**config.mk**
```make
export PLATFORM = sky130hd
export DESIGN_NAME = crc32_frame_check_core
export DESIGN_NICKNAME = d
export VERILOG_FILES = /design/src/hw/rtl/crc32fc_pkg.sv /design/src/hw/rtl/crc32fc_update.sv /design/src/hw/rtl/crc32fc_out_buf.sv /design/src/hw/rtl/crc32_frame_check_core.sv
export SDC_FILE = /design/constraint.sdc
export NUM_CORES = 1
export LEC_CHECK = 0
export ABC_AREA = 1
export BUFFER_PORTS_ARGS = -buffer_cell sky130_fd_sc_hd__buf_2
export CAP_MARGIN = 30
export CELL_PAD_IN_SITES_DETAIL_PLACEMENT = 1
export CELL_PAD_IN_SITES_GLOBAL_PLACEMENT = 1
export CORE_UTILIZATION = 37
export DETAILED_ROUTE_END_ITERATION = 7
export PLACE_DENSITY = 0.76
export RECOVER_POWER = 100
export SLEW_MARGIN = 20
export SYNTH_ARGS = -nofsm -noshare
export SYNTH_HDL_FRONTEND = slang
export SYNTH_SLANG_ARGS = --single-unit
```
**constraint.sdc**
```tcl
create_clock -name i_clk -period 2.9 [get_ports i_clk]
set_input_delay 0.58 -clock i_clk [delete_from_list [all_inputs] [get_ports i_clk]]
set_output_delay 0.58 -clock i_clk [all_outputs]
set_load 0.05 [all_outputs]
```
**src/hw/rtl/crc32fc_pkg.sv**
```systemverilog
// ----------------------------------------------------------------------------
// crc32fc_pkg
// Shared constants, the result type, the bytewise CRC-32 update and a byte swap.
// ----------------------------------------------------------------------------
`default_nettype none

package crc32fc_pkg;

    localparam logic [31:0] CRC_POLY     = 32'h04C1_1DB7;
    localparam logic [31:0] SEED_AT_RST  = 32'hDEAD_AFFE;
    localparam int          BYTE_BITS    = 8;

    // One result beat
    typedef struct packed {
        logic [31:0] frame_crc;
        logic        crc_match;
    } t_result;

    // MSB-first CRC-32 over one byte, no reflection
    function automatic logic [31:0] crc_feed_byte(
        input logic [31:0] crc,
        input logic [7:0]  data
    );
        logic [31:0] c;
        c = crc ^ {data, 24'h0};
        for (int k = 0; k < BYTE_BITS; k++) begin
            if (c[31]) begin
                c = {c[30:0], 1'b0} ^ CRC_POLY;
            end else begin
                c = {c[30:0], 1'b0};
            end
        end
        return c;
    endfunction

    // Reverse byte order of a word
    function automatic logic [31:0] swap_bytes(input logic [31:0] v);
        return {v[7:0], v[15:8], v[23:16], v[31:24]};
    endfunction

endpackage

`default_nettype wire

```
**src/hw/rtl/crc32fc_update.sv**
```systemverilog
// ----------------------------------------------------------------------------
// crc32fc_update
// Seed register and running CRC; builds the result beat on the last byte.
// ----------------------------------------------------------------------------
`default_nettype none

module crc32fc_update (
    input  wire logic                 i_clk,
    input  wire logic                 i_rst_n,
    input  wire logic                 i_cfg_we,
    input  wire logic [31:0]          i_cfg_data,
    input  wire logic                 i_acc,
    input  wire logic [7:0]           i_data_byte,
    input  wire logic                 i_last_byte,
    input  wire logic [31:0]          i_received_crc,
    output logic                      o_res_vld,
    output crc32fc_pkg::t_result      o_res
);
    import crc32fc_pkg::*;

    logic [31:0] r_seed;
    logic [31:0] n_seed;
    logic [31:0] r_crc;
    logic [31:0] n_crc;
    logic [31:0] w_upd;
    logic [31:0] w_fin;

    // Bytewise update and final value
    assign w_upd = crc_feed_byte(r_crc, i_data_byte);
    assign w_fin = swap_bytes(w_upd);

    assign o_res_vld       = i_acc && i_last_byte;
    assign o_res.frame_crc = w_fin;
    assign o_res.crc_match = (w_fin == i_received_crc);

    // Next-state selection
    always_comb begin
        n_seed = i_cfg_we ? i_cfg_data : r_seed;
        n_crc  = r_crc;
        if (i_acc) begin
            n_crc = i_last_byte ? r_seed : w_upd;
        end
    end

    always_ff @(posedge i_clk) begin
        if (!i_rst_n) begin
            r_seed <= SEED_AT_RST;
            r_crc  <= SEED_AT_RST;
        end else begin
            r_seed <= n_seed;
            r_crc  <= n_crc;
        end
    end

endmodule

`default_nettype wire

```
**src/hw/rtl/crc32fc_out_buf.sv**
```systemverilog
// ----------------------------------------------------------------------------
// crc32fc_out_buf
// Output register plus skid stage; decouples the result stall from input.
// ----------------------------------------------------------------------------
`default_nettype none

module crc32fc_out_buf (
    input  wire logic                 i_clk,
    input  wire logic                 i_rst_n,
    input  wire logic                 i_push,
    input  wire crc32fc_pkg::t_result i_res,
    output logic                      o_full,
    output logic                      o_vld,
    input  wire logic                 i_stall,
    output crc32fc_pkg::t_result      o_res
);
    import crc32fc_pkg::*;

    logic    r_out_vld;
    logic    n_out_vld;
    t_result r_out;
    t_result n_out;
    logic    r_skd_vld;
    logic    n_skd_vld;
    t_result r_skd;
    t_result n_skd;
    logic    w_pop;

    assign w_pop  = r_out_vld && !i_stall;
    assign o_full = r_skd_vld;
    assign o_vld  = r_out_vld;
    assign o_res  = r_out;

    // Skid holds a beat only while the output register is blocked
    always_comb begin
        n_out_vld = r_out_vld;
        n_out     = r_out;
        n_skd_vld = r_skd_vld;
        n_skd     = r_skd;
        if (r_skd_vld) begin
            if (w_pop) begin
                n_out     = r_skd;
                n_skd_vld = 1'b0;
            end
        end else if (i_push) begin
            if (!r_out_vld || w_pop) begin
                n_out     = i_res;
                n_out_vld = 1'b1;
            end else begin
                n_skd     = i_res;
                n_skd_vld = 1'b1;
            end
        end else if (w_pop) begin
            n_out_vld = 1'b0;
        end
    end

    always_ff @(posedge i_clk) begin
        if (!i_rst_n) begin
            r_out_vld <= 1'b0;
            r_skd_vld <= 1'b0;
        end else begin
            r_out_vld <= n_out_vld;
            r_skd_vld <= n_skd_vld;
        end
        r_out <= n_out;
        r_skd <= n_skd;
    end

endmodule

`default_nettype wire

```
**src/hw/rtl/crc32_frame_check_core.sv**
```systemverilog
// ----------------------------------------------------------------------------
// crc32_frame_check_core
// Running CRC-32 (poly 04C11DB7, MSB-first) over frame bytes with check.
// ----------------------------------------------------------------------------
// Channel   Direction  Handshake                 Payload
// in        sink       i_in_valid / o_in_stall   data_byte, last_byte, received_crc
// out       source     o_out_valid / i_out_stall frame_crc, crc_match
// cfg       sink       i_cfg_valid / o_cfg_ready crc seed
//
// One byte beat per cycle unless stalled; the CRC update is one combinational step.
// The result enters the output or skid register when the last byte is accepted.
// Synchronous active-low reset: seed and running CRC go to 0xDEADAFFE.
// The output register plus skid stage keeps input flowing while a result waits;
// o_in_stall rises only when both the output and skid registers are occupied.
// ----------------------------------------------------------------------------
`default_nettype none

module crc32_frame_check_core (
    input  wire logic        i_clk,
    input  wire logic        i_rst_n,
    input  wire logic        i_cfg_valid,
    output logic             o_cfg_ready,
    input  wire logic [31:0] i_cfg_data,
    input  wire logic        i_in_valid,
    output logic             o_in_stall,
    input  wire logic [7:0]  i_data_byte,
    input  wire logic        i_last_byte,
    input  wire logic [31:0] i_received_crc,
    output logic             o_out_valid,
    input  wire logic        i_out_stall,
    output logic [31:0]      o_frame_crc,
    output logic             o_crc_match
);
    import crc32fc_pkg::*;

    logic    w_acc;
    logic    w_full;
    logic    w_res_vld;
    t_result w_res;
    t_result w_out;

    assign o_cfg_ready = 1'b1;
    assign o_in_stall  = w_full;
    assign w_acc       = i_in_valid && !w_full;

    // CRC datapath
    crc32fc_update u_update (
        .i_clk          (i_clk),
        .i_rst_n        (i_rst_n),
        .i_cfg_we       (i_cfg_valid),
        .i_cfg_data     (i_cfg_data),
        .i_acc          (w_acc),
        .i_data_byte    (i_data_byte),
        .i_last_byte    (i_last_byte),
        .i_received_crc (i_received_crc),
        .o_res_vld      (w_res_vld),
        .o_res          (w_res)
    );

    // Result register with skid
    crc32fc_out_buf u_out_buf (
        .i_clk   (i_clk),
        .i_rst_n (i_rst_n),
        .i_push  (w_res_vld),
        .i_res   (w_res),
        .o_full  (w_full),
        .o_vld   (o_out_valid),
        .i_stall (i_out_stall),
        .o_res   (w_out)
    );

    assign o_frame_crc = w_out.frame_crc;
    assign o_crc_match = w_out.crc_match;

endmodule

`default_nettype wire
```
Yosys cells after proc, flatten, opt, wreduce, memory -nomap -nowiden
Cells that the tools add are included.
{"block": "word_totals", "regBits": 132, "output_inout_bits": 36}
{"block": "op_classes", "n_eq_ne": 3, "muxes": 20, "bitwise_logic": 11, "n_reduce_logical": 13}
{"operator": "27-bit 2-to-1 mux", "count": 8}
{"operator": "33-bit 2-to-1 mux", "count": 4}
{"operator": "14-bit NOT", "count": 8}
{"operator": "32-bit equality test", "count": 1}
{"operator": "32-bit 2-to-1 mux", "count": 1}
{"operator": "32-bit XOR", "count": 1}
{"operator": "3-bit AND reduction", "count": 3}
{"operator": "1-bit 2-to-1 mux", "count": 7}
{"operator": "2-bit nonzero test", "count": 3}
{"operator": "2-bit != test (second input constant)", "count": 2}
{"operator": "1-bit logical AND", "count": 3}
{"operator": "1-bit logical NOT", "count": 3}
{"operator": "1-bit NOT", "count": 2}
{"operator": "1-bit logical OR", "count": 1}

Logic depth before layout (Yosys ltp)
{"block": "logic_depth", "word_depth": 21, "mapped_depth": 19}

Modules after synthesis
A second synthesis with hierarchy kept.
{"block": "unflattened", "hier_cells": 992, "hier_area_um2": 7279.5}
{"module": "crc32fc_update", "instances": 1, "cells_per_inst": 796, "area_per_inst_um2": 4689.5}
{"module": "crc32fc_out_buf", "instances": 1, "cells_per_inst": 192, "area_per_inst_um2": 2568.7}
{"module": "crc32_frame_check_core", "instances": 1, "cells_per_inst": 4, "area_per_inst_um2": 21.3}

Worst setup path after synthesis
OpenSTA, ideal clock, no wires.
{"block": "synth_path", "path_kind": "reg-to-reg", "start": "reg u_out_buf.r_skd_vld, in the netlist u_out_buf.o_full", "end": "reg u_out_buf.r_out, in the netlist u_out_buf.o_res[0] (enable)", "t_arrival_ns": 2.649, "required_ns": 2.477, "setup_slack_ns": -0.172, "path_stages_with_launch": 6, "n_path_buf": 1, "path_cell_list": "dfxtp_1 > inv_1 > clkbuf_1 > o21ai_0 > inv_1 > nor2_1"}
{"block": "synth_via", "elab_chain_len": 5, "elab_cells_between_ends": 7}
{"element": "start: declaration", "line_no": "crc32fc_out_buf.sv:23", "text": "logic r_skd_vld;"}
{"element": "start signal: assignment", "line_no": "crc32fc_out_buf.sv:64", "text": "r_skd_vld <= n_skd_vld;"}
{"element": "1-bit logical NOT", "line_no": "crc32_frame_check_core.sv:44", "text": "assign w_acc = i_in_valid && !w_full;"}
{"element": "1-bit logical AND", "line_no": "crc32_frame_check_core.sv:44"}
{"element": "1-bit logical AND", "line_no": "crc32fc_update.sv:32", "text": "assign o_res_vld = i_acc && i_last_byte;"}
{"element": "2-bit nonzero test (no source line)"}
{"element": "3-bit AND reduction (no source line) *"}
{"element": "end signal: assignment", "line_no": "crc32fc_out_buf.sv:66", "text": "r_out <= n_out;"}
{"element": "end: declaration", "line_no": "crc32fc_out_buf.sv:21", "text": "t_result r_out;"}
Mark *: on every way between the ends. The rest lies on a longest branch, timed or not.
A chain may end at the register's enable or synchronous reset.

==> results.py <==
metrics = {
    "outcome": {
        "outcome": "finished clean",
    },
    "synth": {
        "synth.area.top_cells": "sky130_fd_sc_hd__edfxtp_1 (28%), sky130_fd_sc_hd__nand2_1 (20%), sky130_fd_sc_hd__dfxtp_1 (19%)",
        "ys_async_sr_fraction_pct": 0,
        "synth-seq-area-share_pct": 47.2,
        "synth_top_flop_cell": "sky130_fd_sc_hd__edfxtp_1",
        "postSynthNetCount": 1037,
        "synth_top_cell_area_share_pct": 28.3,
        "synth_largest_area_cell": "sky130_fd_sc_hd__edfxtp_1",
        "synth.ff_latch_count": 132,
        "synth_cell_types": 31,
        "post_synth_most_frequent_cells": "sky130_fd_sc_hd__nand2_1 (364), sky130_fd_sc_hd__inv_1 (114), sky130_fd_sc_hd__dfxtp_1 (66), sky130_fd_sc_hd__edfxtp_1 (66), sky130_fd_sc_hd__nand3_1 (63)",
        "syn-mean-instance-area_um2": 7.29,
        "ys_warn_count": 0,
        "syn-instance-count": 959,
        "synth_enable_flop_cells": 66,
        "synthMostInstantiatedCell": "sky130_fd_sc_hd__nand2_1",
        "synth_area_um2": 7000,
    },
    "layout": {
        "non_filler_instance_count_after_layout": 1317,
        "post_route_cells_drive_above_1_share_pct": 13.3,
        "flow.area_growth_from_synthesis_pct": 19.3,
        "final_net_count": 1153,
        "diodes_inserted": 0,
        "finalCoreUtilization_pct": 45.7,
        "finalInstanceArea_um2": 8340,
    },
    "timing": {
        "slew_headroom_pct": 19.7,
        "timing_worst_slew_pin_value_ns": 1.20,
        "fin_tns_setup_ns": 0,
        "grt_setup_unrepaired": "false",
        "crit_share_post_route_pct": 88.2,
        "worst_clock_skew_ns": 0.00728,
        "maxClockFrequency_ghz": 0.391,
        "layout_min_cycle_time_ns": 2.56,
        "setup-violations-final": 0,
        "drv_slew": 0,
        "timing_hold_violations_final": 0,
    },
    "pwr": {
        "p_per_area_nw_per_um2": 707,
        "worst_ir_drop_on_vdd_mv": 0.433,
        "cellLeakagePower_nw": 4.09,
        "fin_total_pwr_mw": 5.90,
    },
    "placed_design": {
        "post-place-cells": 1284,
        "io_buffers": 112,
        "dp.final_hpwl_um": 18300,
        "final_weighted_congestion_in_routability_driven_placement": 0.958,
        "placed_cell_area_um2": 7830,
    },
    "worst_setup_path": {
        "timing.critical_path.fanout_max": 8,
        "timing.critical_path.cells": "inv_1, nand2_1, nand2_2, nand2_1, nand2_1, nand2_1, nand2_2, nand2_1, nand2_2, nand2_1, nand2_2, nand2_1, nand2_1, nand3_1, nor2_1, and2_1",
        "critical_path.endpoint_type": "flip-flop",
        "cp_slowest_stage_delay_ns": 0.43,
        "critPathArrivalTime_ns": 2.75,
        "worstSetupPathType": "flip-flop to flip-flop",
        "master_of_the_slowest_instance_on_the_critical_path": "sky130_fd_sc_hd__dfxtp_1",
        "cp-start-kind": "flip-flop",
        "cpMostUsedCell": "sky130_fd_sc_hd__nand2_1",
        "cp.required_ns": 3.09,
    },
    "clocking": {
        "cts-hold-fix-buffers": 0,
        "clkSlewWorstSetupHoldPaths_ns": 0.06,
        "tritoncts": "built",
        "clk_path_buf_depth": 2,
        "clk_tree_root_cell": "sky130_fd_sc_hd__clkbuf_16",
        "numCtsBuffers": 17,
        "post_cts_resized": 0,
        "clock_sink_count": 132,
        "h-tree-depth": 4,
        "postcts_setup_bufs": 0,
        "clk-insertion-delay-late_ns": 0.43,
    },
    "min_path": {
        "path_type_of_the_worst_min_delay_path": "input pin to flip-flop",
    },
    "global_routing": {
        "grt_antenna_before_repair": 0,
        "grt_remaining_overflow": 0,
        "grt_use_total_pct": 25.6,
        "grt_pass1_vias": 6650,
        "grt_max_degree": 54,
        "grt_pass1_wl_um": 37500,
    },
    "die": {
        "coreArea_um2": 18300,
        "die-width_um": 140,
        "fp-row-count": 49,
        "die_h_um": 140,
        "floorplan.initialDensity_pct": 38.3,
        "floorplan.die_area_um2": 19500,
        "io_pins": 114,
    },
    "detailed_routing": {
        "detailedRoute.firstPassIterationCount": 5,
        "route.final.wire_length_um": 24000,
        "detailroute.via_count": 6815,
        "drc": 0,
        "avgViaCountPerCell": 5.17,
        "drt.antenna.violating_nets": 0,
        "wl_per_cell_um": 18.2,
        "first_iter_violations": 412,
    },
    "flow_run": {
        "drv.max_cap_violation_count": 0,
    },
}
==> sequential cells by signal, indices dropped and copies added (netlist names) <==
| name | count |
|---|---|
| u_out_buf.o_full | 1 |
| u_out_buf.o_res | 33 |
| u_out_buf.o_vld | 1 |
| u_out_buf.r_skd | 33 |
| u_update.r_crc | 32 |
| u_update.r_seed | 32 |
==> layout by cell type, fill, tap and decap left out, drive strengths merged <==
cell type	count
a221oi	2
nor3	1
bufinv	1
nor2	49
or2	3
o21ai	51
inv	124
clkbuf	65
clkinv	5
nand3	63
xor2	7
edfxtp	66
a31oi	20
a21oi	47
nand2	389
o221ai	9
and2	1
nand3b	13
xnor2	1
nand4	1
dfxtp	66
o211ai	13
buf	88
o22ai	2
conb	1
==> cells by family (layout without fill, tap and decap cells) <==
logic type / after synthesis / after routing / synth area share, %
AOI/OAI and AO/OA: 144 / 144 / 11.8
buffers and inverters: 154 / 283 / 8.73
and+or+nand+nor: 520 / 520 / 31.2
xor gates and xnor gates: 8 / 8 / 1.00
other: 1 / 1 / 0.0536
DFF: 132 / 132 / 47.2
==> routing by layer <==
layer  vias up  GRT usage, %  wire length (µm)
met5         -             0                 0
met4         0          10.4               729
met3        39          4.47              1270
met2       205          39.8             10600
met1      3223          35.2             11400
li1       3348             -                 -
==> where the power goes <==
group,switching [mW],internal (mW)
sequential,0.0725,2.15
clock,0.881,1.29
combinational,1.11,0.394
==> path summary, 6_finish.rpt <==
check	from	cells past startpoint	to	slack, ns
hold reg to reg	u_update.r_seed[13]$_SDFFE_PN1P_	2	u_update.r_seed[13]$_SDFFE_PN1P_	0.46
setup reg to reg	u_update.r_crc[25]$_SDFFE_PN1P_	16	u_out_buf.r_skd[0]$_DFFE_PP_	0.34
setup / recovery	u_update.r_crc[25]$_SDFFE_PN1P_	16	u_out_buf.r_skd[0]$_DFFE_PP_	0.34
hold / removal	i_cfg_data[1]	3	u_update.r_seed[1]$_SDFFE_PN1P_	0.36
==> worst max-delay path, delay by kind of cell, from the launching register on <==
kind	cells	cell delay, ns
AND/OR/NAND/NOR	15	1.78
buffers and inverters	1	0.10
flip-flops	1	0.43
==> stage by stage <==
step                hold WS [ns]  setup WS [ns]
global route               0.365         0.0720
finish                     0.358          0.342
floorplan                  0.429         0.0592
detailed placement         0.454         0.0544
CTS                        0.356          0.328
global placement           0.447          0.137
==> layout make-up <==
class	count	area [µm²]
Timing Repair Buffer	132	651
Multi-Input combinational cell	673	3060
Inverter	119	449
Clock buffer	21	483
Sequential cell	132	3300
Tap cell	229	287
Fill cell	2349	9930
Clock inverter	11	111
(Power assumes the default switching activity.)
